## config.mk

```make
export PLATFORM = sky130hd
export DESIGN_NAME = vn4d_fade
export DESIGN_NICKNAME = d
export VERILOG_FILES = /design/src/rtl/vn4d_pkg.sv /design/src/rtl/vn4d_fade.sv
export SDC_FILE = /design/constraint.sdc
export NUM_CORES = 2
export LEC_CHECK = 0
export ABC_AREA = 1
export BUFFER_PORTS_ARGS = -buffer_cell sky130_fd_sc_hd__buf_2
export CAP_MARGIN = 20
export CORE_AREA = 2 2 391 393
export DETAILED_ROUTE_END_ITERATION = 16
export DIE_AREA = 0 0 393 395
export PLACE_DENSITY = 0.65
export SETUP_SLACK_MARGIN = 0.02
export SYNTH_ARGS = -nofsm -noshare
export SYNTH_HDL_FRONTEND = slang
export SYNTH_SLANG_ARGS = --single-unit
```

## constraint.sdc

```tcl
create_clock -name clk -period 14.25 [get_ports clk]
set_input_delay 0.7125 -clock clk [delete_from_list [all_inputs] [get_ports clk]]
set_output_delay 0.7125 -clock clk [all_outputs]
set_load 0.05 [all_outputs]
```

## src/rtl/vn4d_pkg.sv

```systemverilog
// Shared constants, types and helpers of the 4D value noise pipeline.
`default_nettype none

package vn4d_pkg;

	localparam int COORD_W = 24;
	localparam int FRAC_W  = 16;
	localparam int CELL_W  = COORD_W - FRAC_W;
	localparam int VAL_W   = 16;
	localparam int AXES    = 4;
	localparam int CORNERS = 16;
	localparam int NSTG    = 8;

	// Per-axis hash weights, x first.
	localparam logic [AXES-1:0][17:0] AXIS_K = {18'd67867, 18'd45053, 18'd87811, 18'd12979};
	localparam logic [31:0] HASH_OFFSET = 32'd52967;
	localparam logic [31:0] HASH_MUL    = 32'h5bd1e995;

	typedef struct packed {
		logic [NSTG-1:0] en;
		logic [NSTG-1:0] vld;
	} vn4d_ctl_t;

	// Weight added to the base sum for the corner whose bit i is the +1 step on axis i.
	function automatic logic [31:0] corner_offset(input logic [3:0] idx);
		logic [31:0] r;
		r = 32'd0;
		for (int i = 0; i < AXES; i++) begin
			if (idx[i]) begin
				r = r + {14'd0, AXIS_K[i]};
			end
		end
		return r;
	endfunction

endpackage

`default_nettype wire

```

## src/rtl/vn4d_fade.sv

```systemverilog
// Smoothstep fade of the four fractions over two pipeline stages.
`default_nettype none

module vn4d_fade (
	input  wire logic                                         clk,
	input  wire vn4d_pkg::vn4d_ctl_t                          ctl,
	input  wire logic [vn4d_pkg::AXES-1:0][vn4d_pkg::FRAC_W-1:0] frac,
	output logic [vn4d_pkg::AXES-1:0][vn4d_pkg::FRAC_W-1:0]      fade
);
	import vn4d_pkg::*;

	logic [AXES-1:0][FRAC_W-1:0] q_s1;
	logic [AXES-1:0][17:0]       t_s1;
	logic [AXES-1:0][FRAC_W-1:0] s_s2;
	logic [AXES-1:0][31:0]       sq;
	logic [AXES-1:0][33:0]       prod;

	always_comb begin
		for (int i = 0; i < AXES; i++) begin
			sq[i]   = 32'(frac[i]) * 32'(frac[i]);
			prod[i] = 34'(q_s1[i]) * 34'(t_s1[i]);
		end
	end

	always_ff @(posedge clk) begin
		for (int i = 0; i < AXES; i++) begin
			if (ctl.en[0]) begin
				q_s1[i] <= sq[i][31:16];
				t_s1[i] <= 18'h30000 - {1'b0, frac[i], 1'b0};
			end
			if (ctl.en[1]) begin
				s_s2[i] <= (prod[i][33:32] != 2'd0) ? '1 : prod[i][31:16];
			end
		end
	end

	assign fade = s_s2;

endmodule

`default_nettype wire

```

# Word-level counts from Yosys, hierarchy flattened

Index checks and enable logic that the tools add are counted.

Add/sub/neg operators: 4
Reduce and logical (&&, ||, !) cells: 4
Multiply operators: 8

Operators by type and width:

| kind                     | number |
|---|---|
| $mul A16 B18 Y34         | 4 |
| $mul A16 B16 Y32         | 4 |
| $sub A18 B17 Y18 const A | 4 |
| $reduce_bool A2 Y1       | 4 |

Register bits: 200
Output and inout port bits: 64
Input port bits: 81

# Logic depth before layout (Yosys ltp)

Word-level depth: 2
Gate-level depth with buffers: 30

# Worst setup path before layout

Ideal clock, no wire load.

Kind: input port to flip-flop
From: input frac[10] (netlist name)
To: register q_s1[13] (netlist name) (data pin)
Buffers on the path: 2
Arrival time: 5,645 ps
Stages: 24
Required time: 13,998 ps
Setup slack: 8,352 ps
Cells stage by stage: clkbuf_1 buf_1 nand2_1 inv_1 fa_1 fa_1 inv_1 fa_1 inv_1 fa_1 fa_1 inv_1 fa_1 inv_1 ha_1 nand2_1 nor2_1 inv_1 nor3_1 nand4_1 nand3_1 nand2_1 nand3_1 nand2_1

RTL lines:

| what                            | RTL line        | text |
|---|---|---|
| from (decl)                     | vn4d_fade.sv:7  | `input wire logic [vn4d_pkg::AXES-1:0][vn4d_pkg::FRAC_W-1:0] frac,` |
| to (signal, indexed assignment) | vn4d_fade.sv:28 | `q_s1[i] <= sq[i][31:16];` |
| to (decl)                       | vn4d_fade.sv:12 | `logic [AXES-1:0][FRAC_W-1:0] q_s1;` |

# Final worst setup path

From: register t_s1[8] (netlist name)
To: register s_s2, in the netlist fade[8] (data pin)

Longest elaborated chain between the ends: 2

Ends and longest elaborated chain:

| what                              | RTL line        | text |
|---|---|---|
| from (decl)                       | vn4d_fade.sv:13 | `logic [AXES-1:0][17:0] t_s1;` |
| from (signal, indexed assignment) | vn4d_fade.sv:29 | `t_s1[i] <= 18'h30000 - {1'b0, frac[i], 1'b0};` |
| $mul A16 B18 Y34 *                | vn4d_fade.sv:21 | `prod[i] = 34'(q_s1[i]) * 34'(t_s1[i]);` |
| $reduce_bool A2 Y1                | vn4d_fade.sv:32 | `s_s2[i] <= (prod[i][33:32] != 2'd0) ? '1 : prod[i][31:16];` |
| to (signal, indexed assignment)   | vn4d_fade.sv:32 |  |
| to (decl)                         | vn4d_fade.sv:14 | `logic [AXES-1:0][FRAC_W-1:0] s_s2;` |

Every way passes the cells marked *; elsewhere a longest branch is shown, timed or not.
A chain may end at the register's enable or synchronous reset.

==> impl_metrics.tcl <==
set metrics [dict create \
    period_share 0.472 \
    cts_hold_buf 0 \
    grt_pass1_vias 61200 \
    slew_violations 0 \
    hpwl_mm 147 \
    drive_gt1_frac 0.0239 \
    reg2reg_depth 23 \
    cts_made_buffers 17 \
    rsz0062_at_grt "no" \
    fin_crit_ps 6720 \
    postCtsResizedCells 0 \
    utilization 0.512 \
    wl_mm 178 \
    final_nets 11700 \
    rr_endpoint "fade[8]" \
    crit_top_cell "nand2_1" \
    nFillCells 14600 \
    fp.dieH_um 395 \
    synth-seq-cells 196 \
    synth_flop_cell "edfxtp_1" \
    endpoint_kind "register" \
    grt_remaining_overflow 0 \
    ios 145 \
    max_stage_delay_ps 910 \
    worstPathCellList "nand2_1 > fa_1 > inv_1 > fa_1 > inv_1 > fa_1 > inv_1 > fa_1 > fa_1 > inv_1 > fa_1 > inv_1 > ha_1 > a21oi_1 > o21ai_0 > a21oi_1 > nand2_1 > nand2_1 > nand2_1 > nand2_1 > nand2_1 > nor2_4 > nand2_1" \
    synth.avg_cell_area_um2 7.80 \
    cts_tree "done" \
    cap_violations 0 \
    area_growth_pct 3.16 \
    post-place-ws_ps 7520 \
    grt_max_degree 68 \
    synth_area_leaders "fa_1, inv_1, ha_1, nand2_1, edfxtp_1" \
    num_vias 57100 \
    firstDrtPassIters 6 \
    postCtsSetupBuffers 0 \
    wire_per_inst_um 15.6 \
    yosys_warnings 0 \
    hp-class "in -> reg" \
    finalSetupViolations 0 \
    whs_ps 449 \
    synth_cell_types 45 \
    initial_utilization 0.496 \
    syn_area_um2 75000 \
    r2r-start "t_s1[8]" \
    ant_nets 0 \
    reg2reg_slack_ps 7530 \
    cpMaxStageDelayCell "edfxtp_1" \
    yosys.area.top_type "fa_1" \
    hold_depth 1 \
    synth_common_cells "inv_1, nand2_1, fa_1, ha_1, nor2_1" \
    cts_buffer_depth 2 \
    fin_worst_skew_ps 17.3 \
    cts-root-buf "clkbuf_16" \
    cp_max_fo 16 \
    gp_congestion 0.941 \
    path_class "reg -> reg" \
    synth-edff-count 196 \
    netlist_instances 9606 \
    drtIter0Drc 3261 \
    start_kind "register" \
    synthDominantCellAreaShare 0.396 \
    syn_nets 12000 \
    die_w_um 393 \
    arrival_ps 6970 \
    fin_ws_ps 7530 \
    cts.reportedPaths.clkPinSlew_ps 80 \
    htreeDepth 4 \
    maxSlewHeadroom 0.370 \
    hold_start "ctl[9]" \
    synth_seq_area_share 0.0785 \
    hold_viol_final 0 \
    status "finished clean" \
    fin_setup_tns_ps 0 \
    synth.most_common_cell "inv_1" \
    worstHoldEndpoint "fade[41]" \
    critPathRequiredTime_ps 14500 \
    drc 0 \
    grt_pass1_wl_mm 305 \
    port_buffers 130 \
    rows 143 \
    grt_usage 0.242 \
    avgViaCountPerCell 5.00 \
    fmax_mhz 149 \
    cts_sinks 196 \
    tightest_slew_ps 945 \
    antenna_found_initial 14 \
    insertion_delay_ps 550 \
    fp.coreArea_um2 151000 \
    synthArstFlopShare 0 \
    fp.dieArea_um2 155000 \
]
## through the flow
| step | std cells | cell area, um^2 |
|---|---|---|
| final | 11400 | 77300 |
| after global routing | 11400 | 77300 |
| after CTS | 11400 | 77300 |
| after detailed placement | 11400 | 76700 |
| after global placement | 11400 | 76700 |
| after floorplan | 9606 | 75000 |
## worst max-delay path, delay by kind of cell, from the launching register on
kind | cells | cell delay, ps
AOI/OAI and AO/OA | 3 | 600
adders and majority gates | 7 | 3420
buffers and inverters | 5 | 270
DFF | 1 | 910
and+or+nand+nor | 8 | 1220
## how the worst max path moves through the flow
stage	start	to	slack, ps	cells after the start
5_1_grt	q_s1[2]	fade[13]	7110	21
3_5_place_dp	q_s1[7]	fade[8]	7520	23
4_1_cts	q_s1[7]	fade[8]	7490	23
3_3_place_gp	q_s1[2]	fade[13]	7620	21
2_1_floorplan	frac[10]	q_s1[13]	8350	24
6_report	t_s1[8]	fade[8]	7530	23
## layer usage
metal,GRT usage,vias to the layer above,share of wire
met1,0.334,28200,0.44
met5,0,-,0.00049
met4,0.0510,14,0.017
met3,0.0376,241,0.066
li1,-,27100,-
met2,0.404,1536,0.47
## sequential cells by signal, summed over array words and instances (netlist names)
signal,cells
t_s1,68
q_s1,64
fade,64
## placed cells by master, fill, tap and decap left out, drive strengths merged, types with 8 or more instances in the layout
master,n
edfxtp,196
or2,14
nor3,73
fa,1481
ha,809
xor2,132
a21oi,298
inv,2955
nand3,174
nor2,355
o21bai,27
o21a,23
a21o,24
clkbuf,17
nand4,34
nor4,13
a31oi,8
o21ai,158
nand2,2380
xnor2,53
buf,135
## cells by family (layout without fill, tap and decap cells)
group / Yosys count / count (layout) / share of synthesized area
buffers and inverters: 3329 / 3114 / 0.168
and+or+nand+nor: 3053 / 3053 / 0.162
adders and majority gates: 2290 / 2290 / 0.531
other: 0 / 5 / 0
DFF: 196 / 196 / 0.0785
xor gates and xnor gates: 185 / 185 / 0.0216
AOI/OAI and AO/OA: 553 / 553 / 0.0401
## final cells by class
cell class / count / area [um^2] / share of cell area
repair buffers: 135 / 697 / 0.00901
diodes: 5 / 12.5 / 0.000162
multi-input cells: 6081 / 56500 / 0.731
clock buffers: 17 / 425 / 0.00550
inverters: 2947 / 11100 / 0.143
flip-flops and latches: 196 / 5890 / 0.0761
clock inverters: 15 / 199 / 0.00257
well taps: 2030 / 2540 / 0.0328
Power is not shown: default switching activity piles up to over one toggle a cycle in this logic, so the estimate is an artifact.
