[src/rtl/vn4d_pkg.sv]
// Shared constants, types and helpers of the 4D value noise pipeline.
`default_nettype none

package vn4d_pkg;

	localparam int COORD_W = 24;
	localparam int FRAC_W  = 16;
	localparam int CELL_W  = COORD_W - FRAC_W;
	localparam int VAL_W   = 16;
	localparam int AXES    = 4;
	localparam int CORNERS = 16;
	localparam int NSTG    = 8;

	// Per-axis hash weights, x first.
	localparam logic [AXES-1:0][17:0] AXIS_K = {18'd67867, 18'd45053, 18'd87811, 18'd12979};
	localparam logic [31:0] HASH_OFFSET = 32'd52967;
	localparam logic [31:0] HASH_MUL    = 32'h5bd1e995;

	typedef struct packed {
		logic [NSTG-1:0] en;
		logic [NSTG-1:0] vld;
	} vn4d_ctl_t;

	// Weight added to the base sum for the corner whose bit i is the +1 step on axis i.
	function automatic logic [31:0] corner_offset(input logic [3:0] idx);
		logic [31:0] r;
		r = 32'd0;
		for (int i = 0; i < AXES; i++) begin
			if (idx[i]) begin
				r = r + {14'd0, AXIS_K[i]};
			end
		end
		return r;
	endfunction

endpackage

`default_nettype wire

[src/rtl/vn4d_ctrl.sv]
// Valid bits and per-stage load enables of the noise pipeline.
`default_nettype none

module vn4d_ctrl (
	input  wire logic              clk,
	input  wire logic              arst_n,
	input  wire logic              in_valid,
	input  wire logic              out_ready,
	output vn4d_pkg::vn4d_ctl_t    ctl
);
	import vn4d_pkg::*;

	logic [NSTG-1:0] vld_q;
	logic [NSTG-1:0] en;

	// A stage loads when it is empty or when the stage after it moves on.
	always_comb begin
		en[NSTG-1] = !vld_q[NSTG-1] || out_ready;
		for (int k = NSTG - 2; k >= 0; k--) begin
			en[k] = !vld_q[k] || en[k+1];
		end
	end

	always_ff @(posedge clk or negedge arst_n) begin
		if (!arst_n) begin
			vld_q <= '0;
		end else begin
			if (en[0]) begin
				vld_q[0] <= in_valid;
			end
			for (int k = 1; k < NSTG; k++) begin
				if (en[k]) begin
					vld_q[k] <= vld_q[k-1];
				end
			end
		end
	end

	assign ctl.en  = en;
	assign ctl.vld = vld_q;

endmodule

`default_nettype wire

[config.mk]
export PLATFORM = sky130hd
export DESIGN_NAME = vn4d_ctrl
export DESIGN_NICKNAME = d
export VERILOG_FILES = /design/src/rtl/vn4d_pkg.sv /design/src/rtl/vn4d_ctrl.sv
export SDC_FILE = /design/constraint.sdc
export NUM_CORES = 1
export LEC_CHECK = 0
export ABC_AREA = 1
export BUFFER_PORTS_ARGS = -buffer_cell sky130_fd_sc_hd__buf_2
export CORE_AREA = 2 2 39 41
export DETAILED_ROUTE_END_ITERATION = 6
export DIE_AREA = 0 0 41 43
export PLACE_DENSITY = 0.61
export SETUP_SLACK_MARGIN = 0.3
export SKIP_CTS_REPAIR_TIMING = 1
export SLEW_MARGIN = 15
export SYNTH_ARGS = -nofsm -noshare
export SYNTH_HDL_FRONTEND = slang
export SYNTH_SLANG_ARGS = --single-unit
[constraint.sdc]
create_clock -name clk -period 1 [get_ports clk]
set_input_delay 0.15 -clock clk [delete_from_list [all_inputs] [get_ports clk]]
set_output_delay 0.15 -clock clk [all_outputs]
set_load 0.005 [all_outputs]
## After elaboration in Yosys (flattened, before gate mapping)

Index checks and enable logic that the tools add are counted.

- Flip-flop bits (word level): 8
- Latch bits: 0
- Bits in writable memories: 0
- Bits in read-only memories: 0
- Input port bits: 4
- Word-level logic and storage cells: 24
- Memories: 0

- Add/subtract/negate cells: 0
- $mul: 0
- Div/mod/pow operators: 0
- Magnitude comparators: 0
- Equal/unequal tests: 0
- Shifts and indexed selects: 0
- Muxes and demuxes: 0
- Bitwise operators: 0
- Reductions and logical operators: 16

Operators with widths:

| operator | count |
|---|---|
| 1-bit logical NOT | 8 |
| 1-bit logical OR | 8 |

## Depth between registers and ports, before layout

Gate-level depths: netlist (run 1).

- Word-level depth: 9
- Mapped depth: 5

## Least setup slack after synthesis (run 1)

OpenSTA, ideal clock, no wires.

- Path kind: reg-to-output
- Start: reg vld_q[6]
- End: out ctl[8] (netlist name)
- Arrival time: 883 ps
- Setup slack: -33 ps
- Stages on the path, launching flop included: 4
- Cells stage by stage: dfrtp_1 nand4_4 nor3_4 nand4_2

RTL lines:

| what | line | RTL |
|---|---|---|
| start: declaration | vn4d_ctrl.sv:13 | `logic [NSTG-1:0] vld_q;` |
| start signal: indexed assignment | vn4d_ctrl.sv:33 | `vld_q[k] <= vld_q[k-1];` |
| end: declaration | vn4d_ctrl.sv:9 | `output vn4d_pkg::vn4d_ctl_t ctl` |

==> results of run 1 <==
[cell families (layout without fill, tap and decap cells)]
logic type / after synthesis / after routing
buffers and inverters: 10 / 40
flip-flops: 8 / 8
AND/OR/NAND/NOR: 16 / 16
[through the flow]
stage               util (%)  total power, W  hold WS (ns)  cell area [um2]
floorplan                  -        0.000570        -0.146              347
global placement        36.1        0.000733       0.00244              499
detailed placement      36.1        0.000738       0.00309              499
CTS                     37.7        0.000989        -0.273              522
global route            42.8         0.00114        0.0932              592
finish                  42.8         0.00105        0.0810              592
[cell type report]
cell class / count / area (um2) / area share (%)
Sequential cell: 8 / 200 / 33.8
Timing Repair Buffer: 27 / 188 / 31.7
Multi-Input combinational cell: 16 / 124 / 20.9
Inverter: 10 / 37.5 / 6.34
Clock buffer: 3 / 22.5 / 3.81
Tap cell: 16 / 20.0 / 3.38
[Yosys cell counts]
master    n  area share (%)
dfrtp_1   8              58
nand4_4   1             6.1
nor3_4    1             4.7
inv_1    10              11
or2_1     1             1.8
nor2_1    1             1.1
nand4_2   1             3.6
nand2_1   9             9.7
nand3_2   1             2.9
nand3_1   1             1.4
[how the worst max path moves through the flow]
stage	slack (ns)	end	cells after the start
after floorplan	-0.03	ctl[8]	3
final	-0.43	ctl[12]	6
after CTS	-0.43	ctl[8]	4
after detailed placement	-0.15	ctl[8]	4
after global placement	-0.12	ctl[8]	4
after global routing	-0.51	ctl[8]	4
[report_power, final]
| group | switching, W | leakage (nW) | internal, W |
|---|---|---|---|
| Combinational | 0.000169 | 0.221 | 0.000214 |
| Clock | 0.000108 | 0.0138 | 0.000137 |
| Sequential | 0.0000481 | 0.0813 | 0.000374 |
| Total | 0.000326 | 0.316 | 0.000726 |
[layer usage]
layer	up-vias	share of wire [%]	global-route usage [%]
li1	163	-	-
met1	149	38	10.0
met2	18	50	14.4
met3	0	11	3.66
met4	0	0	10.0
met5	-	0	0
[worst max-delay path: cells and delay by family, from the launching register on]
kind	cells	cell delay, ns
flip-flops	1	0.40
AND/OR/NAND/NOR	2	0.20
buffers and inverters	4	0.43
==> results.toml, run 1 <==
[worst_setup_path]
rr_worst_depth = 6
cp.required_ns = 0.85
cp-end-kind = "output pin"
start_kind = "register"
cp_max_fo = 3
slowest_delay_ns = 0.40
rrSetupSlack_ns = -0.02
crit_path_start = "vld_q[6]"
regToRegStartpoint = "vld_q[6]"
slowest_stage = "dfrtp_1"
crit_chain = "nand4_4, buf_4, buf_6, nor2_2, inv_1, buf_2"
crit_arrival_ns = 1.28
criticalPathCategory = "register to output pin"
r2r-end = "vld_q[4]"

[layout]
most-common-layout-cells = "buf_2, inv_1, nand2_1"
top_register = "vld_q"
fillers = 139
nNetsFinal = 70
largest_register_ffs = 8
n_antenna_cell = 0
drive_gt1_share_pct = 54.7
final_common_cell = "buf_2"
fin_cells = 80
top_regs = "vld_q (8)"
area_growth_pct = 70.8

[sta]
tightest_slew_ns = 0.233
setup_viol = 13
period_share_pct = 143
setup_slack_ns = -0.432
tns_ns = -2.67
slew_viol_final = 0
max-slew-margin-rel_pct = 84.4
period_needed_ns = 1.43
grt_setup_unrepaired = "yes"
max_freq_ghz = 0.698
hold_viol = 0
fin_skew_ns = 0.00675

[grt]
gr-usage-all-layers_pct = 9.96
grt-ovfl-total = 0
grt_pass1_vias = 296
grt_max_degree = 9
grt_pass1_wl_mm = 1.11
antenna_found_initial = 0

[logic_synthesis]
syn_avg_cell_area_um2 = 10.2
synth_seq_cells = 8
synth_top_family_by_area = "simple AND/OR/NAND/NOR gates"
yosys.area_share.simple_pct = 31.4
netlist_instances = 34
synth_compound_area_share_pct = 0
ys_warn_count = 0
seq_area_frac_synth_pct = 57.8
synth_nets = 38
synth.distinct_cells = 10
synthAdderAreaFrac_pct = 0
synth-xor-area-share_pct = 0
synthMuxAreaShare_pct = 0
syn-cell-area_um2 = 347

[pwr]
power.leakage_nw = 0.316
pwr_density_cell_nw_per_um2 = 1780
ir_worst_vdd_uv = 748

[detailed_routing]
via_count = 330
dr.first_iter.drc_count = 0
drtPass1Iterations = 1
viasPerCell = 4.13
finalWirelength_um = 748
post_drt_wl_per_cell_um = 9.35
drc = 0
ant_nets = 0

[min_path]
min-delay-path-class = "input pin to register"
min_path_cells = 3
hold_end = "vld_q[0]"
hp-start = "in_valid"

[clock_tree]
clock_tree.root_cell = "clkbuf_4"
clk_latency_ns = 0.25
htree_levels = 1
cts.sinks = 8
cts_max_path_buffers = 2
cts_tree = "done"
numCtsBuffers = 3
clk_pin_slew_ns = 0.05

[status]
violations = "negative setup slack"
status = "finished, violations left"

[placement]
portBuffers = 19
pre_cts_slack_ns = -0.145
dp_cells = 74
dp_hpwl_um = 570
routabilityCongestion = 0.638

[die]
dieArea_um2 = 1760
io_pins = 20
design.core.area_um2 = 1380
initial_utilization_pct = 25.0
fp.dieW_um = 41
die_h_um = 43
rows = 14

[flow_run]
maxCapViolations = 0
Power figures use the tool's default switching activity.
==> inputs of run 2 (changes only) <==
- CTS_CLUSTER_DIAMETER: unset -> 40
- RECOVER_POWER: unset -> 25
==> run 2 against run 1 <==
Against the previous run: the flow still finishes with violations (negative setup slack); global-route usage did not move; wire length fell by 0.27%; count of clock-buffer cells in the layout stayed put; first-iteration DRC count unchanged; hold slack unchanged; utilization down 0.090 points; sequential cell count is the same; final cell count stayed put; die area did not move; sequential share of layout area grew 0.072 points; non-clock buffer count is the same; worst setup slack stayed put; critical path type unchanged.
==> results.toml, run 2 (synthesis gave the netlist of run 1 again) <==
[status]
status = "finished, violations left"
violations = "negative setup slack"

[grt]
grt_pass1_vias = 296
grt_pass1_wl_mm = 1.11
gr-usage-all-layers_pct = 9.96
antenna_found_initial = 0
grt_max_degree = 9
grt-ovfl-total = 0

[worst_setup_path]
rr_worst_depth = 6
rrSetupSlack_ns = -0.02
regToRegStartpoint = "vld_q[6]"
start_kind = "register"
cp_max_fo = 3
crit_arrival_ns = 1.28
criticalPathCategory = "register to output pin"
cp.required_ns = 0.85
r2r-end = "vld_q[4]"
cp-end-kind = "output pin"

[sta]
fin_skew_ns = 0.00675
hold_viol = 0
max-slew-margin-rel_pct = 70.6
setup_slack_ns = -0.432
max_freq_ghz = 0.698
slew_viol_final = 0
whs_ns = 0.0810
setup_viol = 13
period_needed_ns = 1.43
grt_setup_unrepaired = "yes"
period_share_pct = 143
tightest_slew_ns = 0.441

[placement]
portBuffers = 19
routabilityCongestion = 0.638
dp_cells = 74
dp_hpwl_um = 570

[detailed_routing]
drtPass1Iterations = 1
viasPerCell = 4.13
finalWirelength_um = 746
drc = 0
post_drt_wl_per_cell_um = 9.33
ant_nets = 0
dr.first_iter.drc_count = 0
via_count = 330

[clock_tree]
clk_latency_ns = 0.25
cts_tree = "done"
clock_tree.root_cell = "clkbuf_4"
cts.sinks = 8
clk_pin_slew_ns = 0.05
htree_levels = 1
cts_max_path_buffers = 2
numCtsBuffers = 3

[die]
io_pins = 20
fp.dieW_um = 41
dieArea_um2 = 1760
die_h_um = 43
initial_utilization_pct = 25.0
design.core.area_um2 = 1380
rows = 14

[min_path]
hold_end = "vld_q[0]"
min_path_cells = 3
hp-start = "in_valid"
min-delay-path-class = "input pin to register"

[layout]
fin_cells = 80
nNetsFinal = 70
most-common-layout-cells = "buf_2, inv_1, nand2_1"
top_regs = "vld_q (8)"
area_growth_pct = 70.4
largest_register_ffs = 8
n_antenna_cell = 0
top_register = "vld_q"
drive_gt1_share_pct = 53.1
final_common_cell = "buf_2"
fillers = 140

[pwr]
power.leakage_nw = 0.313
power_w = 0.00105
ir_worst_vdd_uv = 747
pwr_density_cell_nw_per_um2 = 1780

[flow_run]
maxCapViolations = 0
==> run 2: changes by cell type in the layout (fill, tap and decap cells not counted) <==
| cell | delta |
|---|---|
| clkbuf_1 | +1 |
| buf_2 | -1 |
==> run 2: per-layer routing <==
metal	GRT usage, %	up-vias	share of wire (%)
li1	-	163	-
met1	10.0	149	38
met2	14.4	18	50
met3	3.66	0	12
met4	10.0	0	0
met5	0	-	0
==> run 2: report_power, final <==
group	total, W	switching (W)	internal [W]
Sequential	0.000422	0.0000481	0.000374
Clock	0.000245	0.000108	0.000137
Combinational	0.000383	0.000169	0.000214
Total	0.00105	0.000326	0.000725
==> run 2: layout make-up <==
cell class                      instances  area [um2]  area share [%]
Multi-Input combinational cell         16         124            21.0
Tap cell                               16        20.0            3.39
Inverter                               10        37.5            6.36
Clock buffer                            3        22.5            3.81
Sequential cell                         8         200            33.9
Timing Repair Buffer                   27         186            31.6
==> run 2: worst max path at each step <==
| stage | startpoint | endpoint | slack (ns) | cells after the start |
|---|---|---|---|---|
| after CTS | vld_q[5] | ctl[8] | -0.43 | 4 |
| after global routing | vld_q[5] | ctl[8] | -0.51 | 4 |
| after floorplan | vld_q[6] | ctl[8] | -0.03 | 3 |
| after detailed placement | vld_q[5] | ctl[8] | -0.15 | 4 |
| final | vld_q[6] | ctl[12] | -0.43 | 6 |
| after global placement | vld_q[5] | ctl[8] | -0.12 | 4 |
==> run 2: stage by stage <==
stage	worst slack, ns	area [um2]	setup TNS [ns]	util [%]
after floorplan	-0.0325	347	-0.0935	-
after global placement	-0.122	499	-0.442	36.1
after detailed placement	-0.145	499	-0.558	36.1
after CTS	-0.429	522	-2.72	37.7
after global routing	-0.512	591	-3.97	42.7
final	-0.432	591	-2.67	42.7
==> run 2: worst max-delay path, cell delays in order, from the launching register on <==
cell	delay [ns]
dfrtp_1	0.40
nand4_4	0.13
buf_4	0.15
buf_6	0.11
nor2_2	0.07
inv_1	0.05
buf_2	0.12
==> inputs of run 3 (changes only) <==
- BUFFER_PORTS_ARGS: -buffer_cell sky130_fd_sc_hd__buf_2 -> unset
- DONT_BUFFER_PORTS: unset -> 1
- PLACE_DENSITY: 0.61 -> 0.48
==> run 3 against run 2 <==
Against the previous run: the run still ends with negative setup slack left; first-iteration DRC count did not move; hold slack improved by 0.080 ns; utilization is 7.1 points lower; worst setup slack improved by 0.11 ns; combinational power decreased by 23%; sequential power is 2% higher; global-route usage down 0.23 points; count of clock-buffer cells in the layout stayed put; sequential cell count is the same; die area stayed put; highest routed layer is now met4.
==> results.toml, run 3 (synthesis gave the netlist of run 1 again) <==
[sta]
whs_ns = 0.161
setup_slack_ns = -0.321
tightest_slew_ns = 0.393
slew_viol_final = 0
hold_viol = 0
fin_skew_ns = 0.000878
period_share_pct = 132
max-slew-margin-rel_pct = 73.7
grt_setup_unrepaired = "yes"
max_freq_ghz = 0.757
setup_viol = 13
period_needed_ns = 1.32

[detailed_routing]
drtPass1Iterations = 1
ant_nets = 0
finalWirelength_um = 720
via_count = 265
dr.first_iter.drc_count = 0
viasPerCell = 4.14
drc = 0
post_drt_wl_per_cell_um = 11.3

[worst_setup_path]
slowest_delay_ns = 0.39
crit_arrival_ns = 1.17
cp_max_fo = 3
cp-end-kind = "output pin"
rrSetupSlack_ns = -0.04
slowest_stage = "dfrtp_1"
criticalPathCategory = "register to output pin"
critPathBufInv = 3
crit_family = "flip-flops"
cp.required_ns = 0.85
start_kind = "register"
crit_chain = "nand4_4, buf_4, buf_6, nor2_2, inv_2"

[grt]
grt_pass1_vias = 260
use_met1_pct = 9.93
grt-ovfl-total = 0
gr-usage-all-layers_pct = 9.73
busiest_layer = "met2"
antenna_found_initial = 0
met2_usage_pct = 11.6
grt_pass1_wl_mm = 1.00
grt_max_degree = 9
grtUsageMet3_pct = 10.5

[pwr]
power.leakage_nw = 0.252
ir_worst_vdd_uv = 826
pwr_density_cell_nw_per_um2 = 1970
power_w = 0.000970

[die]
fp.dieW_um = 41
initial_utilization_pct = 25.0
die_h_um = 43
rows = 14
dieArea_um2 = 1760
design.core.area_um2 = 1380
io_pins = 20

[clock_tree]
clk_latency_ns = 0.25
cts.sinks = 8
cts_max_path_buffers = 2
numCtsBuffers = 3
clock_tree.root_cell = "clkbuf_4"
clk_pin_slew_ns = 0.05
htree_levels = 1
cts_tree = "done"

[layout]
most-common-layout-cells = "inv_1, nand2_1, buf_4, dfrtp_1"
multiInputGateArea_um2 = 111
nNetsFinal = 54
area_growth_pct = 42.2
largest_register_ffs = 8
fillers = 146
top_register = "vld_q"
fin_area_um2 = 493
top_regs = "vld_q (8)"
drive_gt1_share_pct = 41.7
regArea_um2 = 203
n_antenna_cell = 0

[placement]
portBuffers = 0
dp_hpwl_um = 542
pre_cts_slack_ns = -0.0444
place_area_um2 = 419
routabilityCongestion = 0.593

[status]
violations = "negative setup slack"
status = "finished, violations left"

[min_path]
min-delay-path-class = "input pin to register"

[flow_run]
maxCapViolations = 0
-- run 3: changes by cell type in the layout (fill, tap and decap cells not counted), sizes merged --
cell and delta:
buf -16, clkbuf -1, dlygate4sd3 +1
-- run 3: layout make-up --
class,instances,area share (%)
Sequential cell,8,41.1
Inverter,10,7.61
Clock buffer,3,4.57
Timing Repair Buffer,11,20.1
Tap cell,16,4.06
Multi-Input combinational cell,16,22.6
-- run 3: metal layers --
metal,up-vias,part of all wire (%)
li1,129,-
met1,113,42
met4,0,1.4
met2,21,41
met3,2,15
met5,-,0
-- run 3: worst min-delay path, stage by stage --
cell and delay, ns:
inv_1 0.06, nand2_1 0.10, nand2_1 0.06
-- run 3: worst paths after layout --
path	from	to	depth (start not counted)
worst min register to register	vld_q[3]	vld_q[4]	2
worst max-delay path	vld_q[6]	ctl[12]	5
max in group asynchronous	arst_n	vld_q[1]	1
worst min-delay path	out_ready	vld_q[7]	3
min in group asynchronous	arst_n	vld_q[5]	1
worst max register to register	vld_q[6]	vld_q[0]	4
-- run 3: report_power, final --
group          leakage (nW)  switching, W  internal (W)
logic                 0.158      0.000146      0.000149
clock network        0.0138      0.000107      0.000137
registers            0.0796     0.0000534      0.000377
total                 0.252      0.000306      0.000664
-- run 3: stage by stage --
stage	util, %	setup TNS, ns	cells
global placement	30.3	-0.0140	57
CTS	31.9	-1.94	60
detailed placement	30.3	-0.208	57
floorplan	-	-0.0935	34
global route	35.6	-3.04	64
finish	35.6	-1.88	64
